File: src/rtl/wsd_pkg.sv
// Shared types and constants for the WebSocket frame deframer.
`default_nettype none
package wsd_pkg;

  // Parser phases
  localparam logic [2:0] PH_HDR    = 3'd0;
  localparam logic [2:0] PH_LEN    = 3'd1;
  localparam logic [2:0] PH_EXT_HI = 3'd2;
  localparam logic [2:0] PH_EXT_LO = 3'd3;
  localparam logic [2:0] PH_MASK   = 3'd4;
  localparam logic [2:0] PH_PAY    = 3'd5;

  // Header fields
  localparam logic [3:0] OP_CLOSE       = 4'd8;
  localparam logic [3:0] OP_BINARY      = 4'd2;
  localparam logic [6:0] LEN_DIRECT_MAX = 7'd125;
  localparam logic [6:0] LEN_EXT16      = 7'd126;

  // Result kinds
  localparam logic [2:0] K_DATA    = 3'd0;
  localparam logic [2:0] K_CLOSE   = 3'd1;
  localparam logic [2:0] K_IGNORED = 3'd2;
  localparam logic [2:0] K_NOMASK  = 3'd3;
  localparam logic [2:0] K_LONG    = 3'd4;
  localparam logic [2:0] K_EMPTY   = 3'd5;

  // Queue depth
  localparam int QDEPTH = 2;

  // One classified result waiting for the back end; the payload byte is
  // still masked, the mask byte travels with it.
  typedef struct packed {
    logic [2:0] kind;
    logic [7:0] data;
    logic [7:0] mask;
    logic       last;
  } entry_t;

  // Queue status seen by the back end
  typedef struct packed {
    logic   valid;
    entry_t head;
  } q_status_t;

endpackage
`default_nettype wire

File: src/rtl/wsd_front.sv
// Front end: parser that takes and classifies one byte a cycle unless q_full.
`default_nettype none
module wsd_front (
  input  wire logic          clk,
  input  wire logic          rst,
  input  wire logic [7:0]    rx_byte,
  input  wire logic          in_valid,
  output logic               in_ready,
  input  wire logic          q_full,
  output logic               push,
  output wsd_pkg::entry_t    push_entry
);

  logic [2:0]  phase, phase_next;
  logic [15:0] remaining, remaining_next;
  logic [31:0] mask_key, mask_key_next;
  logic [1:0]  mask_pos, mask_pos_next;
  logic        halted, halted_next;
  logic        accept;
  logic [7:0]  mask_byte;

  assign in_ready = !q_full;
  assign accept   = in_valid && in_ready;

  always_comb begin
    case (mask_pos)
      2'd0:    mask_byte = mask_key[31:24];
      2'd1:    mask_byte = mask_key[23:16];
      2'd2:    mask_byte = mask_key[15:8];
      default: mask_byte = mask_key[7:0];
    endcase
  end

  always_comb begin
    phase_next     = phase;
    remaining_next = remaining;
    mask_key_next  = mask_key;
    mask_pos_next  = mask_pos;
    halted_next    = halted;
    push           = 1'b0;
    push_entry     = '{kind: wsd_pkg::K_DATA, data: 8'h00, mask: 8'h00, last: 1'b1};
    if (accept && !halted) begin
      case (phase)
        wsd_pkg::PH_LEN: begin
          if (!rx_byte[7]) begin
            phase_next      = wsd_pkg::PH_HDR;
            push            = 1'b1;
            push_entry.kind = wsd_pkg::K_NOMASK;
          end else if (rx_byte[6:0] <= wsd_pkg::LEN_DIRECT_MAX) begin
            remaining_next = {9'd0, rx_byte[6:0]};
            mask_pos_next  = 2'd0;
            phase_next     = wsd_pkg::PH_MASK;
          end else if (rx_byte[6:0] == wsd_pkg::LEN_EXT16) begin
            phase_next = wsd_pkg::PH_EXT_HI;
          end else begin
            // 64-bit length: report once, then drop everything until reset
            halted_next     = 1'b1;
            phase_next      = wsd_pkg::PH_HDR;
            push            = 1'b1;
            push_entry.kind = wsd_pkg::K_LONG;
          end
        end
        wsd_pkg::PH_EXT_HI: begin
          remaining_next = {rx_byte, 8'h00};
          phase_next     = wsd_pkg::PH_EXT_LO;
        end
        wsd_pkg::PH_EXT_LO: begin
          remaining_next = {remaining[15:8], rx_byte};
          mask_pos_next  = 2'd0;
          phase_next     = wsd_pkg::PH_MASK;
        end
        wsd_pkg::PH_MASK: begin
          mask_key_next = {mask_key[23:0], rx_byte};
          mask_pos_next = mask_pos + 2'd1;
          if (mask_pos == 2'd3) begin
            if (remaining == 16'd0) begin
              phase_next      = wsd_pkg::PH_HDR;
              push            = 1'b1;
              push_entry.kind = wsd_pkg::K_EMPTY;
            end else begin
              phase_next = wsd_pkg::PH_PAY;
            end
          end
        end
        wsd_pkg::PH_PAY: begin
          mask_pos_next   = mask_pos + 2'd1;
          remaining_next  = remaining - 16'd1;
          push            = 1'b1;
          push_entry.kind = wsd_pkg::K_DATA;
          push_entry.data = rx_byte;
          push_entry.mask = mask_byte;
          push_entry.last = (remaining == 16'd1);
          if (remaining == 16'd1) begin
            phase_next = wsd_pkg::PH_HDR;
          end
        end
        default: begin
          phase_next = wsd_pkg::PH_HDR;
          if (rx_byte[3:0] == wsd_pkg::OP_CLOSE) begin
            push            = 1'b1;
            push_entry.kind = wsd_pkg::K_CLOSE;
          end else if (rx_byte[3:0] != wsd_pkg::OP_BINARY) begin
            push            = 1'b1;
            push_entry.kind = wsd_pkg::K_IGNORED;
          end else begin
            phase_next = wsd_pkg::PH_LEN;
          end
        end
      endcase
    end
  end

  always_ff @(posedge clk) begin
    if (rst) begin
      phase     <= wsd_pkg::PH_HDR;
      remaining <= 16'd0;
      mask_key  <= 32'd0;
      mask_pos  <= 2'd0;
      halted    <= 1'b0;
    end else begin
      phase     <= phase_next;
      remaining <= remaining_next;
      mask_key  <= mask_key_next;
      mask_pos  <= mask_pos_next;
      halted    <= halted_next;
    end
  end

  a_halt_sticky: assert property (@(posedge clk) disable iff (rst) halted |=> halted)
    else $error("halted cleared without reset");
  a_halt_silent: assert property (@(posedge clk) disable iff (rst) halted |-> !push)
    else $error("result pushed while halted");
  a_pay_nonzero: assert property (@(posedge clk) disable iff (rst)
    (phase == wsd_pkg::PH_PAY) |-> (remaining != 16'd0))
    else $error("payload phase with no bytes remaining");

endmodule
`default_nettype wire

File: src/rtl/wsd_queue.sv
// Two-entry queue between the parser and the output stage.
`default_nettype none
module wsd_queue (
  input  wire logic               clk,
  input  wire logic               rst,
  input  wire logic               push,
  input  wire wsd_pkg::entry_t    push_entry,
  output logic                    full,
  input  wire logic               pop,
  output wsd_pkg::q_status_t      status
);

  wsd_pkg::entry_t mem [wsd_pkg::QDEPTH];
  logic            wr_ptr, rd_ptr;
  logic [1:0]      count;

  assign full         = (count == 2'(wsd_pkg::QDEPTH));
  assign status.valid = (count != 2'd0);
  assign status.head  = mem[rd_ptr];

  always_ff @(posedge clk) begin
    if (push) begin
      mem[wr_ptr] <= push_entry;
    end
  end

  always_ff @(posedge clk) begin
    if (rst) begin
      wr_ptr <= 1'b0;
      rd_ptr <= 1'b0;
      count  <= 2'd0;
    end else begin
      if (push) begin
        wr_ptr <= ~wr_ptr;
      end
      if (pop) begin
        rd_ptr <= ~rd_ptr;
      end
      count <= count + {1'b0, push} - {1'b0, pop};
    end
  end

endmodule
`default_nettype wire

File: src/rtl/wsd_back.sv
// Back end: unmask the payload byte and hold the result in the output register.
`default_nettype none
module wsd_back (
  input  wire logic               clk,
  input  wire logic               rst,
  input  wire wsd_pkg::q_status_t status,
  output logic                    pop,
  output logic                    out_valid,
  input  wire logic               out_ready,
  output logic [2:0]              kind,
  output logic [7:0]              data,
  output logic                    last
);

  // Refill the output register whenever it is empty or being taken
  assign pop = status.valid && (!out_valid || out_ready);

  always_ff @(posedge clk) begin
    if (rst) begin
      out_valid <= 1'b0;
    end else if (!out_valid || out_ready) begin
      out_valid <= status.valid;
    end
  end

  always_ff @(posedge clk) begin
    if (pop) begin
      kind <= status.head.kind;
      data <= status.head.data ^ status.head.mask;
      last <= status.head.last;
    end
  end

endmodule
`default_nettype wire

File: src/rtl/websocket_frame_deframer.sv
// Top level of the WebSocket client frame deframer.
`default_nettype none
// Takes one received byte per word on the input channel and returns zero or
// one result word per byte: an unmasked payload byte (kind 0, last set on the
// final byte of the frame) or an event (close, ignored opcode, mask missing,
// unsupported 64-bit length, empty frame), each with last set and data zero.
// Only binary frames (opcode 2) are unmasked; 7-bit and 16-bit lengths are
// supported, a 64-bit length is reported once and then all input is dropped
// until reset. The FIN bit is not checked. Throughput is one byte per clock
// while the queue is not full: the header parser decides each byte
// combinationally, a two-entry queue lets it keep accepting while the output
// side is stalled, and each result passes through the queue and then the
// output register on its way out. in_ready drops only when the queue is full.
module websocket_frame_deframer (
  input  wire logic       clk,
  input  wire logic       rst,
  input  wire logic [7:0] rx_byte,
  input  wire logic       in_valid,
  output logic            in_ready,
  output logic [2:0]      kind,
  output logic [7:0]      data,
  output logic            last,
  output logic            out_valid,
  input  wire logic       out_ready
);

  logic               q_full;
  logic               push;
  wsd_pkg::entry_t    push_entry;
  logic               pop;
  wsd_pkg::q_status_t q_status;

  // Parse headers and tag each payload byte with its mask byte
  wsd_front u_front (
    .clk        (clk),
    .rst        (rst),
    .rx_byte    (rx_byte),
    .in_valid   (in_valid),
    .in_ready   (in_ready),
    .q_full     (q_full),
    .push       (push),
    .push_entry (push_entry)
  );

  // Decouple parser from the output handshake
  wsd_queue u_queue (
    .clk        (clk),
    .rst        (rst),
    .push       (push),
    .push_entry (push_entry),
    .full       (q_full),
    .pop        (pop),
    .status     (q_status)
  );

  // Unmask and present results
  wsd_back u_back (
    .clk       (clk),
    .rst       (rst),
    .status    (q_status),
    .pop       (pop),
    .out_valid (out_valid),
    .out_ready (out_ready),
    .kind      (kind),
    .data      (data),
    .last      (last)
  );

endmodule
`default_nettype wire
File: config.mk
export PLATFORM = sky130hd
export DESIGN_NAME = websocket_frame_deframer
export DESIGN_NICKNAME = d
export VERILOG_FILES = /design/src/rtl/wsd_pkg.sv /design/src/rtl/wsd_front.sv /design/src/rtl/wsd_queue.sv /design/src/rtl/wsd_back.sv /design/src/rtl/websocket_frame_deframer.sv
export SDC_FILE = /design/constraint.sdc
export NUM_CORES = 1
export LEC_CHECK = 0
export ABC_AREA = 1
export BUFFER_PORTS_ARGS = -buffer_cell sky130_fd_sc_hd__buf_2
export CORE_MARGIN = 5
export CORE_UTILIZATION = 35
export DETAILED_ROUTE_END_ITERATION = 6
export PLACE_DENSITY = 0.63
export SKIP_LAST_GASP = 1
export SLEW_MARGIN = 0
export SYNTH_ARGS = -nofsm -noshare
export SYNTH_HDL_FRONTEND = slang
export SYNTH_HIERARCHICAL = 1
export SYNTH_SLANG_ARGS = --single-unit
File: constraint.sdc
create_clock -name clk -period 2.8 [get_ports clk]
set_input_delay 0.28 -clock clk [delete_from_list [all_inputs] [get_ports clk]]
set_output_delay 0.28 -clock clk [all_outputs]
set_load 0.01 [all_outputs]
# After elaboration in Yosys (flattened, before gate mapping)
# Memory sizes are Yosys's and may differ from the RTL's. A register that Yosys moved wholly into a read port is not among the register bits.
# Cells that the tools add are included.
# classes
bitwise_logic	6
addsub	4
mux	39
order_cmp	1
n_eq_ne	17
reduce_logical	22
# op_table
op	count
$pmux 16 s4	1
$mux 3	12
$mux 16	2
$pmux 8 s3	1
$mux 20	1
$mux 17	1
$eq 16x1->1 const B	1
$logic_not 16->1	1
$sub 16x1->16 const B	1
$pmux 3 s5	1
$mux 1	13
$reduce_and 5->1	2
$pmux 3 s3	1
$mux 2	4
$reduce_and 4->1	2
$xor 8x8->8	1
$eq 7x7->1 const B	1
$le 7x7->1 const B	1
$eq 2x2->1 const B	3
$eq 3x2->1 const B	2
$eq 3x3->1 const B	2
$ne 2x1->1 const B	3
$pmux 2 s3	1
$reduce_bool 3->1	2
20 further kinds	29
# word_totals
mem_count	1
elab_cells	103
inputBits	12
register_bits	71
ramBits	40
# mem_list
memory	depth	width	rd	rd_ports_with_merged_regs	wr	line	rtl
u_queue.mem	2	20	1	1	1	wsd_queue.sv:13	wsd_pkg::entry_t mem [wsd_pkg::QDEPTH];

# Depth between registers and ports, before layout
# logic_depth
depth_word	8
depth_mapped	14
mapped_depth_nobuf	14

# Hierarchy
# The synthesis kept the hierarchy.
# by_module_without_submodules
mod	area_per_inst_um2	seq_area_each_um2	cells_each	instances
wsd_front	3155.5	1081.0	494	1
wsd_queue	1747.9	1301.2	93	1
wsd_back	478.0	380.4	26	1

# Least setup slack after synthesis
# OpenSTA, ideal clock, no wires.
# synth_path
path_kind	flip-flop to flip-flop
from	register u_front.phase[1]
to	memory u_queue/mem[0][0] in the netlist's numbering (enable)
setup_slack_ns	0.209
t_required_ns	2.403
stages_incl_launch_ff	10
arrival_time_ns	2.195
setup_time_ns	0.397
n_path_buf	0
cell_sequence	dfxtp_1 -> inv_2 -> nand2_2 -> nor2_2 -> nand2_2 -> o211ai_1 -> nor2_1 -> nor2_1 -> inv_1 -> nor2_1
# synth_via
elab_chain_len	6
# synth_rtl
item	line	rtl
from (decl)	wsd_front.sv:14	logic [2:0] phase, phase_next;
from (signal assigned)	wsd_front.sv:115	phase <= wsd_pkg::PH_HDR;
from (signal assigned)	wsd_front.sv:121	phase <= phase_next;
$eq 3x2->1	wsd_front.sv:43	case (phase)
$reduce_or 2->1 (no source line)	--	
$pmux 1 s4 *	wsd_front.sv:43	
$mux 1 *	wsd_front.sv:42	if (accept && !halted) begin
net push	websocket_frame_deframer.sv:28	logic push;
$mux 1 *	wsd_queue.sv:22	if (push) begin
$mux 1 (implied by the code) *	wsd_queue.sv:23	mem[wr_ptr] <= push_entry;
to (decl)	wsd_queue.sv:13	
# The timed path passes the listed nets; every way through them passes the cells marked *.

# Final worst setup path
# layout_path
from	register u_front.remaining[2]
to	memory u_queue/mem[0][10] in the netlist's numbering (enable)
# layout_via
elab_chain_len	7
# layout_rtl
item	line	rtl
from (decl)	wsd_front.sv:15	logic [15:0] remaining, remaining_next;
from (signal assigned)	wsd_front.sv:122	remaining <= remaining_next;
$logic_not 16->1	wsd_front.sv:76	if (remaining == 16'd0) begin
$mux 1	wsd_front.sv:76	
$mux 1	wsd_front.sv:75	if (mask_pos == 2'd3) begin
$pmux 1 s4	wsd_front.sv:43	
$mux 1	wsd_front.sv:42	
net push	websocket_frame_deframer.sv:28	
$mux 1	wsd_queue.sv:22	
$mux 1 (implied by the code)	wsd_queue.sv:23	
# The timed path passes the listed nets, and every way through them passes these cells.

==> impl_results.md <==
* Status: completed
* I/O Buffers at 25
* DR WL met2 at 5470 um
* Period utilization at 80.0%
* Vias per std cell at 4.98
* Top Ports at 26
* DR pass1 iterations at 5
* Met3 wire length at 665 um
* CTS tree: yes
* Placed Area at about 0.0057 mm^2
* Max cap viols at 0
* CP max stage delay at approximately 0.34 ns
* GPL Wtd Cong at 0.877
* Clock Tree Buf Depth at 2
* First-pass GRT wire length at slightly below 20000 um
* Crit path kind: reg2reg
* CP startpoint kind: register
* Final Max Slew Viols at 0
* Final Instance Area at 0.00599 mm^2
* Die W at 134 um
* Most used cell, CP: nor2_1
* Mapped Cells at roughly 600
* Final Hold Fails at 0
* Ant diodes at 0
* Pin count of the biggest net entering global routing at 38
* ANT nets after route at 0
* Tightest Pin Transition at 0.941 ns
* Worst-path maximum fanout at 20
* Syn_nets at around 640
* Clock insertion delay at the later pin of the skew report at 0.35 ns
* Total Wirelength at 11500 um
* Critical path's slowest cell: dfxtp_1
* Placed insts at 815
* H-tree depth at 3
* Synth Area per Inst at 8.78 um^2
* DR vias at between 4000 and 5000
* Initial antenna violation count at 0
* Most frequent cells in the layout: nor2_1, nand2_1, dfxtp_1
* Layout Area Growth over Synthesis at 11.3%
* Delay-heaviest family, CP: simple AND/OR/NAND/NOR gates
* Setup bufs post-CTS at 0
* Peak VDD IR at 0.000360 V
* Met1 wire length at 5240 um
* Fin crit period at 2.24 ns
* Ys flop type: dfxtp_1
* Site Rows at 45
* Yosys warning total at 6
* Initial core utilization at 35.5%
* # setup viols final at 0
* P_leak at 2.36 nW
* DR WL/cell at 13.9 um
* Root Buffer Master: clkbuf_16
* HPWL Detailed at 8140 um
* CTS Hold Bufs at 0
* Critical Path, Cell by Cell: nor2_1, nand2_1, nor2_1, nand4_1, o21ai_0, nor2_1, nor2_1, inv_1, nor2_1, buf_4
* Type of the worst min-delay path: in2reg
* CP arrival at 2.28 ns
* Peak Freq at 446 MHz
* Syn Std Cell Area at 0.00538 mm^2
* Max layer used: met4
* Post-synth EDFFs at 52
* DRT iter0 DRCs at 425
* Pwr Total at 4.47 mW
* # fillers at 1462
* Vias in the first global route at ~3900
* Worst slack at placement at 0.605 ns
* Total track usage at 13.3%
* Final setup margin at 0.559 ns
* Finished Layout Cells at 831
* Most common cell after layout, fill and taps aside: nor2_1
* Post-route setup TNS at 0 ns
* Die Height at 134 um
* Post-CTS resize count at 0
* # nets final at between 600 and 700
* DRC viols at 0
* Critical Path Sink Type: register
* TritonCTS Buffers at 9
* Share of cells above drive strength 1 at 14.6%
* Yosys cell types at 36
* Worst slew margin at a little under two fifths
* Pwr per Cell Area at approximately 750 mW/mm^2
* Clk sinks at between 100 and 150
* Clk_skew at slightly above 0.006 ns
* Critical Path RT at ~2.8 ns
* RSZ-0062 raised after global routing: no
* Post-synth ARST share at 0%
* GRT overflow at 0
* Seq/Total Area, Yosys at about half
* Clock-pin slew on the worst setup and hold paths at approximately 0.07 ns
* Core Footprint at around 0.015 mm^2
* Flop and latch count out of synthesis at 112
* Die area at 0.0180 mm^2
* Buffers & Inverters on Critical Path at 2
-- layout make-up --
type / count / area (um^2) / area share [%]
inverter: 54 / 203 / 3.38
clock inverter: 5 / 55.1 / 0.919
timing repair buffer: 33 / 185 / 3.09
sequential: 112 / 2760 / 46.1
multi-input combinational: 428 / 2320 / 38.7
clock buffer: 11 / 233 / 3.89
tap: 188 / 235 / 3.93
-- layer usage --
layer / GRT usage (%) / up-vias
li1: - / 2079
met3: 3.90 / 12
met5: 0 / -
met4: 4.00 / 0
met1: 17.4 / 1937
met2: 21.4 / 114
-- synthesized netlist by cell type (4+ instances only) --
cell / number / area, um^2
a21oi_1: 37 / 185
inv_2: 5 / 18.8
nor2_2: 5 / 31.3
o21ai_0: 56 / 280
xor2_1: 8 / 70.1
mux2_4: 20 / 300
nand3_1: 30 / 150
a31oi_1: 8 / 50.1
ha_1: 12 / 150
nand4_1: 4 / 25.0
buf_1: 4 / 15.0
edfxtp_1: 52 / 1560
buf_2: 5 / 25.0
inv_1: 49 / 184
nor2_1: 114 / 428
clkbuf_1: 7 / 26.3
nand2_2: 5 / 31.3
nand2_1: 106 / 398
dfxtp_1: 60 / 1200
-- power by group --
part | switching, mW | internal [mW] | total (mW)
logic | 0.646 | 0.485 | 1.13
clock network | 0.581 | 0.696 | 1.28
registers | 0.0668 | 1.99 | 2.06
total | 1.29 | 3.17 | 4.47
-- worst min-delay path, stage by stage --
cell,delay [ns]
buf_2,0.09
inv_2,0.04
nand2_2,0.05
a21oi_2,0.04
-- logic make-up after synthesis --
logic type               count (synthesis)  synth area share [%]
AO/OA/AOI/OAI                          114                  11.9
XOR/XNOR                                 9                  1.46
adder cells (fa/ha/maj)                 12                  2.79
buffers and inverters                   73                  5.63
flip-flops                             112                  51.3
multiplexers                            20                  5.58
AND/OR/NAND/NOR                        273                  21.3
-- flip-flops by register name (all words and copies together), names as in the netlist, named ones only --
| signal | cells |
|---|---|
| u_front/mask_pos | 2 |
| u_queue/mem | 40 |
| u_front/remaining | 16 |
| u_front/halted | 1 |
| u_front/phase | 3 |
| u_back/out_valid | 1 |
| u_back/data | 8 |
| u_queue/wr_ptr | 1 |
| u_front/mask_key | 32 |
| u_back/last | 1 |
| u_back/kind | 3 |
| u_queue/count | 2 |
| u_queue/rd_ptr | 1 |
-- metrics by stage --
stage / utilization, % / hold WS, ns
after floorplan: - / 0.342
after global placement: 37.6 / 0.462
after detailed placement: 37.6 / 0.476
after CTS: 39.5 / 0.172
after global routing: 39.5 / 0.187
final: 39.5 / 0.182
-- worst paths after layout --
| check | slack, ns | from | endpoint | cells after the start |
|---|---|---|---|---|
| setup / recovery | 0.56 | u_front/remaining[2] | u_queue/mem[0][10] | 10 |
| hold / removal | 0.18 | out_ready | u_back/out_valid | 4 |
| setup reg to reg | 0.56 | u_front/remaining[2] | u_queue/mem[0][10] | 10 |
| hold reg to reg | 0.48 | u_back/out_valid | u_back/out_valid | 2 |
(Power assumes the default switching activity.)
